File: src/sv/swsr_pkg.sv
// Shared types and constants for the single-wire sensor reader.
`timescale 1ns / 1ps
package swsr_pkg;

  localparam int unsigned CFG_IDX_W  = 3;
  localparam int unsigned CFG_DATA_W = 16;

  localparam logic [CFG_IDX_W-1:0] REG_START_LOW    = 3'd0;
  localparam logic [CFG_IDX_W-1:0] REG_RELEASE_HIGH = 3'd1;
  localparam logic [CFG_IDX_W-1:0] REG_ACK_LOW_WAIT = 3'd2;
  localparam logic [CFG_IDX_W-1:0] REG_ACK_HIGH_WAIT = 3'd3;
  localparam logic [CFG_IDX_W-1:0] REG_BIT_SAMPLE   = 3'd4;
  localparam logic [CFG_IDX_W-1:0] REG_BYTES_FRAME  = 3'd5;

  localparam logic [15:0] RST_START_LOW     = 16'd20000;
  localparam logic [7:0]  RST_RELEASE_HIGH  = 8'd20;
  localparam logic [7:0]  RST_ACK_LOW_WAIT  = 8'd40;
  localparam logic [7:0]  RST_ACK_HIGH_WAIT = 8'd80;
  localparam logic [7:0]  RST_BIT_SAMPLE    = 8'd40;
  localparam logic [3:0]  RST_BYTES_FRAME   = 4'd5;

  localparam logic [1:0] ACK_OK       = 2'd0;
  localparam logic [1:0] ACK_NOT_LOW  = 2'd1;
  localparam logic [1:0] ACK_NOT_HIGH = 2'd2;

  typedef struct packed {
    logic [15:0] start_low_ticks;
    logic [7:0]  release_high_ticks;
    logic [7:0]  ack_low_wait_ticks;
    logic [7:0]  ack_high_wait_ticks;
    logic [7:0]  bit_sample_ticks;
    logic [3:0]  bytes_per_frame;
  } swsr_cfg_t;

  typedef struct packed {
    logic tick_enable;
    logic start_request;
    logic line_level;
  } swsr_in_t;

  typedef struct packed {
    logic       drive_enable;
    logic       drive_level;
    logic       busy_res;
    logic       status_valid;
    logic [1:0] ack_status;
    logic       byte_valid;
    logic [7:0] data_byte;
    logic       byte_last;
  } swsr_out_t;

endpackage

File: src/sv/single_wire_sensor_reader_core.sv
// Top level: configuration registers, sequencer and registered result channel.
// Latency: an accepted item's result is presented in the cycle after acceptance.
// Throughput: one item per cycle; in_ready stays high while the result register
// is empty or being emptied in the same cycle.
// Reset: synchronous active-low rst_n returns the sequencer to idle, clears its
// counters, empties the result register and reloads every register default.
`timescale 1ns / 1ps
module single_wire_sensor_reader_core import swsr_pkg::*; (
  input  logic                  clk,
  input  logic                  rst_n,
  input  logic                  in_valid,
  output logic                  in_ready,
  input  swsr_in_t              in_item,
  output logic                  out_valid,
  input  logic                  out_ready,
  output swsr_out_t             out_item,
  input  logic                  cfg_valid,
  output logic                  cfg_ready,
  input  logic [CFG_IDX_W-1:0]  cfg_index,
  input  logic [CFG_DATA_W-1:0] cfg_data
);

  swsr_cfg_t cfg_r;
  swsr_out_t step_res;
  swsr_out_t out_item_r;
  logic      out_valid_r;
  logic      in_accept;

  assign cfg_ready = 1'b1;
  assign in_ready  = !out_valid_r || out_ready;
  assign in_accept = in_valid && in_ready;
  assign out_valid = out_valid_r;
  assign out_item  = out_item_r;

  always_ff @(posedge clk) begin
    if (!rst_n) begin
      cfg_r.start_low_ticks     <= RST_START_LOW;
      cfg_r.release_high_ticks  <= RST_RELEASE_HIGH;
      cfg_r.ack_low_wait_ticks  <= RST_ACK_LOW_WAIT;
      cfg_r.ack_high_wait_ticks <= RST_ACK_HIGH_WAIT;
      cfg_r.bit_sample_ticks    <= RST_BIT_SAMPLE;
      cfg_r.bytes_per_frame     <= RST_BYTES_FRAME;
    end else if (cfg_valid) begin
      unique case (cfg_index)
        REG_START_LOW:     cfg_r.start_low_ticks     <= cfg_data;
        REG_RELEASE_HIGH:  cfg_r.release_high_ticks  <= cfg_data[7:0];
        REG_ACK_LOW_WAIT:  cfg_r.ack_low_wait_ticks  <= cfg_data[7:0];
        REG_ACK_HIGH_WAIT: cfg_r.ack_high_wait_ticks <= cfg_data[7:0];
        REG_BIT_SAMPLE:    cfg_r.bit_sample_ticks    <= cfg_data[7:0];
        REG_BYTES_FRAME:   cfg_r.bytes_per_frame     <= cfg_data[3:0];
        default: begin
        end
      endcase
    end
  end

  swsr_fsm u_fsm (
    .clk     (clk),
    .rst_n   (rst_n),
    .step_en (in_accept),
    .item    (in_item),
    .cfg     (cfg_r),
    .res     (step_res)
  );

  always_ff @(posedge clk) begin
    if (!rst_n) begin
      out_valid_r <= 1'b0;
    end else if (in_accept) begin
      out_valid_r <= 1'b1;
    end else if (out_ready) begin
      out_valid_r <= 1'b0;
    end
  end

  always_ff @(posedge clk) begin
    if (in_accept) begin
      out_item_r <= step_res;
    end
  end

  a_ready_when_empty: assert property (@(posedge clk) disable iff (!rst_n)
    !out_valid_r |-> in_ready)
    else $error("input stalled with empty result register");

  a_empty_after_reset: assert property (@(posedge clk)
    !rst_n |=> !out_valid_r)
    else $error("result register not empty after reset");

  a_accept_fills: assert property (@(posedge clk) disable iff (!rst_n)
    in_accept |=> out_valid_r)
    else $error("accepted item produced no result");

  a_one_report: assert property (@(posedge clk) disable iff (!rst_n)
    out_valid_r |-> !(out_item_r.status_valid && out_item_r.byte_valid))
    else $error("status and byte reported together");

  a_drive_busy: assert property (@(posedge clk) disable iff (!rst_n)
    (out_valid_r && out_item_r.drive_enable) |-> out_item_r.busy_res)
    else $error("line driven while idle");

endmodule

File: src/sv/swsr_fsm.sv
// Line sequencer: start pulse, acknowledge check and bit reception, one step per item.
`timescale 1ns / 1ps
module swsr_fsm import swsr_pkg::*; (
  input  logic      clk,
  input  logic      rst_n,
  input  logic      step_en,
  input  swsr_in_t  item,
  input  swsr_cfg_t cfg,
  output swsr_out_t res
);

  typedef enum logic [3:0] {
    PH_IDLE       = 4'd0,
    PH_START_LOW  = 4'd1,
    PH_START_HIGH = 4'd2,
    PH_ACK_LOW    = 4'd3,
    PH_ACK_HIGH   = 4'd4,
    PH_ACK_FALL   = 4'd5,
    PH_BIT_RISE   = 4'd6,
    PH_BIT_DELAY  = 4'd7,
    PH_BIT_FALL   = 4'd8
  } phase_t;

  phase_t      phase_r, phase_nxt;
  logic [15:0] tick_count_r, tick_count_nxt;
  logic [7:0]  shift_byte_r, shift_byte_nxt;
  logic [2:0]  bit_index_r, bit_index_nxt;
  logic [2:0]  byte_index_r, byte_index_nxt;
  logic [1:0]  status_hold_r, status_hold_nxt;

  logic [16:0] tick_sum;
  logic [15:0] target;
  logic        wait_end;
  logic [3:0]  frame;
  logic [3:0]  byte_count;

  always_comb begin
    unique case (phase_r)
      PH_START_LOW:  target = cfg.start_low_ticks;
      PH_START_HIGH: target = {8'd0, cfg.release_high_ticks};
      PH_ACK_LOW:    target = {8'd0, cfg.ack_low_wait_ticks};
      PH_ACK_HIGH:   target = {8'd0, cfg.ack_high_wait_ticks};
      PH_BIT_DELAY:  target = {8'd0, cfg.bit_sample_ticks};
      default:       target = 16'd0;
    endcase
  end

  assign tick_sum   = {1'b0, tick_count_r} + {16'd0, item.tick_enable};
  assign wait_end   = tick_sum >= {1'b0, target};
  assign byte_count = {1'b0, byte_index_r} + 4'd1;

  always_comb begin
    if (cfg.bytes_per_frame == 4'd0) begin
      frame = 4'd1;
    end else if (cfg.bytes_per_frame > 4'd8) begin
      frame = 4'd8;
    end else begin
      frame = cfg.bytes_per_frame;
    end
  end

  always_comb begin
    phase_nxt       = phase_r;
    tick_count_nxt  = tick_count_r;
    shift_byte_nxt  = shift_byte_r;
    bit_index_nxt   = bit_index_r;
    byte_index_nxt  = byte_index_r;
    status_hold_nxt = status_hold_r;
    res             = '0;

    unique case (phase_r)
      PH_START_LOW, PH_START_HIGH, PH_ACK_LOW, PH_ACK_HIGH, PH_BIT_DELAY: begin
        tick_count_nxt = wait_end ? 16'd0 : tick_sum[15:0];
      end
      default: begin
      end
    endcase

    unique case (phase_r)
      PH_START_LOW: begin
        if (wait_end) phase_nxt = PH_START_HIGH;
      end
      PH_START_HIGH: begin
        if (wait_end) phase_nxt = PH_ACK_LOW;
      end
      PH_ACK_LOW: begin
        if (wait_end) begin
          if (!item.line_level) begin
            phase_nxt = PH_ACK_HIGH;
          end else begin
            status_hold_nxt  = ACK_NOT_LOW;
            res.status_valid = 1'b1;
            res.ack_status   = ACK_NOT_LOW;
            phase_nxt        = PH_ACK_FALL;
          end
        end
      end
      PH_ACK_HIGH: begin
        if (wait_end) begin
          status_hold_nxt  = item.line_level ? ACK_OK : ACK_NOT_HIGH;
          res.status_valid = 1'b1;
          res.ack_status   = item.line_level ? ACK_OK : ACK_NOT_HIGH;
          phase_nxt        = PH_ACK_FALL;
        end
      end
      PH_ACK_FALL: begin
        if (!item.line_level) begin
          if (status_hold_r == ACK_OK) begin
            bit_index_nxt  = 3'd0;
            byte_index_nxt = 3'd0;
            shift_byte_nxt = 8'd0;
            phase_nxt      = PH_BIT_RISE;
          end else begin
            phase_nxt = PH_IDLE;
          end
        end
      end
      PH_BIT_RISE: begin
        if (item.line_level) begin
          tick_count_nxt = 16'd0;
          phase_nxt      = PH_BIT_DELAY;
        end
      end
      PH_BIT_DELAY: begin
        if (wait_end) begin
          shift_byte_nxt = {shift_byte_r[6:0], item.line_level};
          phase_nxt      = PH_BIT_FALL;
        end
      end
      PH_BIT_FALL: begin
        if (!item.line_level) begin
          if (bit_index_r == 3'd7) begin
            bit_index_nxt  = 3'd0;
            res.byte_valid = 1'b1;
            res.data_byte  = shift_byte_r;
            if (byte_count >= frame) begin
              res.byte_last  = 1'b1;
              byte_index_nxt = 3'd0;
              phase_nxt      = PH_IDLE;
            end else begin
              byte_index_nxt = byte_count[2:0];
              phase_nxt      = PH_BIT_RISE;
            end
          end else begin
            bit_index_nxt = bit_index_r + 3'd1;
            phase_nxt     = PH_BIT_RISE;
          end
        end
      end
      default: begin
        phase_nxt = PH_IDLE;
        if (item.start_request) begin
          tick_count_nxt  = 16'd0;
          status_hold_nxt = ACK_OK;
          phase_nxt       = PH_START_LOW;
        end
      end
    endcase

    res.drive_enable = (phase_nxt == PH_START_LOW) || (phase_nxt == PH_START_HIGH);
    res.drive_level  = (phase_nxt == PH_START_HIGH);
    res.busy_res     = (phase_nxt != PH_IDLE);
  end

  always_ff @(posedge clk) begin
    if (!rst_n) begin
      phase_r       <= PH_IDLE;
      tick_count_r  <= 16'd0;
      shift_byte_r  <= 8'd0;
      bit_index_r   <= 3'd0;
      byte_index_r  <= 3'd0;
      status_hold_r <= ACK_OK;
    end else if (step_en) begin
      phase_r       <= phase_nxt;
      tick_count_r  <= tick_count_nxt;
      shift_byte_r  <= shift_byte_nxt;
      bit_index_r   <= bit_index_nxt;
      byte_index_r  <= byte_index_nxt;
      status_hold_r <= status_hold_nxt;
    end
  end

endmodule

File: config.mk
export PLATFORM = sky130hd
export DESIGN_NAME = single_wire_sensor_reader_core
export DESIGN_NICKNAME = d
export VERILOG_FILES = /design/src/sv/swsr_pkg.sv /design/src/sv/single_wire_sensor_reader_core.sv /design/src/sv/swsr_fsm.sv
export SDC_FILE = /design/constraint.sdc
export NUM_CORES = 1
export LEC_CHECK = 0
export BUFFER_PORTS_ARGS = -buffer_cell sky130_fd_sc_hd__buf_2
export CAP_MARGIN = 20
export CORE_MARGIN = 2
export CORE_UTILIZATION = 29
export CTS_CLUSTER_SIZE = 16
export DETAILED_ROUTE_END_ITERATION = 10
export SLEW_MARGIN = 5
export SYNTH_ARGS = -nofsm -noshare
export SYNTH_HDL_FRONTEND = slang
export SYNTH_SLANG_ARGS = --single-unit
File: constraint.sdc
create_clock -name clk -period 6.3 [get_ports clk]
set_input_delay 1.26 -clock clk [delete_from_list [all_inputs] [get_ports clk]]
set_output_delay 1.26 -clock clk [all_outputs]
set_load 0.02 [all_outputs]
==> flow_metrics.py <==
metrics = {
    "power": {
        "leakagePower_nw": 2.52,
        "pwr_density_cell_nw_per_um2": 238,
        "ir_worst_vdd_v": 0.000159,
        "p_total_w": 0.00148,
    },
    "timing": {
        "slew_headroom": 0.367,
        "clock_skew_ns": 0.00592,
        "grt_setup_unrepaired": "no",
        "report.final.hold_viol_count": 0,
        "period_minus_slack_ns": 4.79,
        "worstMarginPinSlew_ns": 0.948,
        "fin_crit_sh": 0.760,
        "fmaxAchievable_ghz": 0.209,
        "setup-tns-final_ns": 0,
        "final-max-slew-violation-count": 0,
        "setup_viol": 0,
    },
    "critical_path": {
        "worstReg2RegEnd": "out_item[13]",
        "worst-path-buf-inv": 1,
        "crit_top_cell": "and3_1",
        "crit_path_end_kind": "register",
        "crit_slowest_cell": "nor4_4",
        "worstPathArrival_ns": 5.08,
        "crit_type": "primary input to register",
        "crit_chain": "buf_2 > ha_1 > and3_1 > nand3_1 > nor2_2 > and3_1 > nand3_1 > xnor2_1 > ha_1 > and3_1 > o21ai_0 > a21boi_0 > or2_4 > nor4_4 > a21oi_1 > nor3b_2",
        "required_ns": 6.59,
        "r2r_start": "u_fsm.phase_r[1]",
        "worstSetupStartpointType": "primary input",
        "r2r_setup_slack_ns": 1.71,
        "cp-startpoint": "in_item[2]",
        "cp_top_family": "simple AND/OR/NAND/NOR gates",
        "cpPeakStageDelay_ns": 0.78,
        "reg2reg_depth": 14,
        "critPathMaxFanout": 15,
    },
    "logic_synthesis": {
        "netlist_area_um2": 5520,
        "avgSynthCellArea_um2": 8.55,
        "synth_ff_type": "dfxtp_1",
        "synth_cells": 645,
        "ys_ff_latch": 105,
        "syn_nets": 697,
        "synth_edf_count": 16,
        "yosys_warnings": 0,
        "synthArstFlopShare": 0,
        "yosysSeqAreaShare": 0.410,
        "yosysUniqueCellTypes": 62,
    },
    "layout": {
        "fin_nets": 719,
        "area_growth_pct": 12.3,
        "n_antenna_cell": 0,
        "drive_above_1_share": 0.113,
    },
    "floorplan": {
        "ioPinCount": 46,
        "core_um2": 18700,
        "fp.dieArea_um2": 20100,
        "chipHeight_um": 142,
        "initial_core_util": 0.295,
        "placementRows": 50,
        "die_w_um": 142,
    },
    "status": {
        "status": "finished clean",
    },
    "hold_path": {
        "hp-start": "cfg_r[11]",
        "hold_depth": 2,
        "min_to": "cfg_r[11]",
        "hold_class": "register to register",
    },
    "detailed_routing": {
        "wl_per_cell_um": 14.2,
        "drt_wl_total_mm": 12.8,
        "drtPass1Iterations": 6,
        "via_count": 4500,
        "vias_per_cell": 4.97,
        "ant_nets": 0,
        "drtIter0Drc": 265,
        "drc": 0,
    },
    "place": {
        "gp_congestion": 0.817,
        "numPortBuffers": 44,
        "dpl.hpwl_mm": 8.91,
    },
    "clock_network": {
        "htree_levels": 3,
        "insertion_delay_ns": 0.36,
        "clockRootBuffer": "clkbuf_16",
        "numCtsBuffers": 9,
        "clock_sinks": 105,
        "tritoncts": "yes",
        "cts_setup_buffers": 0,
        "cts_buffer_depth": 2,
        "ctsResizeCount": 0,
        "holdBufCountCts": 0,
        "path_clk_slew_ns": 0.07,
    },
    "global_route": {
        "grt_pass1_wl_mm": 21.1,
        "grt_max_degree": 50,
        "grt_pass1_vias": 4146,
        "grt_antenna_before_repair": 0,
        "grt-ovfl-total": 0,
        "grtUsageTotal": 0.132,
    },
    "flow_run": {
        "maxCapViolations": 0,
    },
}
-- kinds of logic (layout without fill, tap and decap cells) --
| family | count (synthesis) | after routing | synth area share |
|---|---|---|---|
| AOI/OAI and AO/OA | 148 | 148 | 0.192 |
| xor gates and xnor gates | 18 | 18 | 0.0286 |
| DFF | 105 | 105 | 0.410 |
| buffers and inverters | 45 | 72 | 0.0351 |
| adders and majority gates | 25 | 25 | 0.0567 |
| and+or+nand+nor | 298 | 298 | 0.268 |
| muxes | 5 | 5 | 0.00907 |
| other | 1 | 1 | 0.000680 |
-- flip-flops by register name, summed over array words and instances (netlist names) --
| signal | flops |
|---|---|
| cfg_r | 52 |
| out_item | 16 |
| u_fsm.tick_count_r | 16 |
| u_fsm.shift_byte_r | 8 |
| u_fsm.phase_r | 4 |
| u_fsm.bit_index_r | 3 |
| u_fsm.byte_index_r | 3 |
| u_fsm.status_hold_r | 2 |
| out_valid | 1 |
-- routing by layer --
metal / global-route usage / part of all wire / up-vias / wire length [µm]
li1: - / - / 2333 / -
met1: 0.182 / 0.50 / 2052 / 6390
met2: 0.204 / 0.43 / 97 / 5550
met3: 0.0262 / 0.050 / 18 / 635
met4: 0.0489 / 0.019 / 0 / 242
met5: 0 / 0 / - / 0
-- Yosys cell counts (all sizes together) (9+ instances only) --
master,n,area [µm²]
dfxtp,89,1780
edfxtp,16,480
nand2,147,554
and3,23,149
nor2,27,114
o21ai,16,80.1
a21boi,40,300
clkbuf,28,105
a22oi,12,90.1
nor2b,18,113
xnor2,10,87.6
nand3,34,170
buf,9,58.8
a21oi,24,120
ha,25,313
-- worst max-delay path by stage --
stage                     slack [ns]                      to  cells past startpoint
after floorplan                 1.86            out_item[15]                     17
after global placement          1.22   u_fsm.tick_count_r[4]                     16
after detailed placement        1.19   u_fsm.tick_count_r[4]                     16
after CTS                       1.55   u_fsm.tick_count_r[4]                     16
after global routing            1.22  u_fsm.tick_count_r[11]                     16
final                           1.51   u_fsm.tick_count_r[4]                     16
-- layout by cell type (no fill, tap or decap), types with 4 or more instances in the layout --
| cell | n |
|---|---|
| a221oi_1 | 8 |
| nor2b_1 | 18 |
| a211oi_1 | 4 |
| buf_2 | 44 |
| nor2_1 | 24 |
| and3_1 | 22 |
| nand3_1 | 34 |
| xnor2_1 | 10 |
| nand2_1 | 146 |
| a222oi_1 | 5 |
| a22oi_1 | 12 |
| and3b_1 | 5 |
| nor3b_1 | 6 |
| dfxtp_1 | 89 |
| a21o_1 | 7 |
| ha_1 | 25 |
| mux2i_1 | 5 |
| o211ai_1 | 5 |
| xor2_1 | 8 |
| and2_1 | 8 |
| nand2b_1 | 7 |
| a21boi_0 | 40 |
| clkbuf_16 | 9 |
| nor3_1 | 4 |
| buf_4 | 4 |
| o21a_1 | 4 |
| edfxtp_1 | 16 |
| a21oi_1 | 24 |
| inv_1 | 8 |
| a22o_1 | 7 |
| o21ai_0 | 14 |
-- area by class of cell --
class | count | area [µm²]
fill | 1937 | 12500
timing repair buffer | 48 | 250
tap | 234 | 293
multi-input combinational | 495 | 3080
sequential | 105 | 2260
inverter | 8 | 30.0
clock buffer | 9 | 225
clock inverter | 7 | 58.8
-- metrics by stage --
step	cell area [µm²]	cells	hold WS (ns)	util	setup slack [ns]
floorplan	5520	645	0.434	-	1.86
global placement	5910	890	0.449	0.316	1.22
detailed placement	5910	890	0.458	0.316	1.19
CTS	6200	906	0.468	0.331	1.55
global route	6200	906	0.485	0.331	1.22
finish	6200	906	0.465	0.331	1.51
-- worst min-delay path: cells and delay by family, from the launching register on --
kind	cells	cell delay (ns)
flops	1	0.31
compound gates	1	0.06
simple gates	1	0.05
-- report_power, final --
| group | leakage (nW) | total (W) | switching (W) | internal (W) |
|---|---|---|---|---|
| Clock | 0.140 | 0.000549 | 0.000273 | 0.000276 |
| Sequential | 0.881 | 0.000719 | 0.0000178 | 0.000701 |
| Combinational | 1.50 | 0.000209 | 0.000136 | 0.0000727 |
Power figures use the tool's default switching activity.
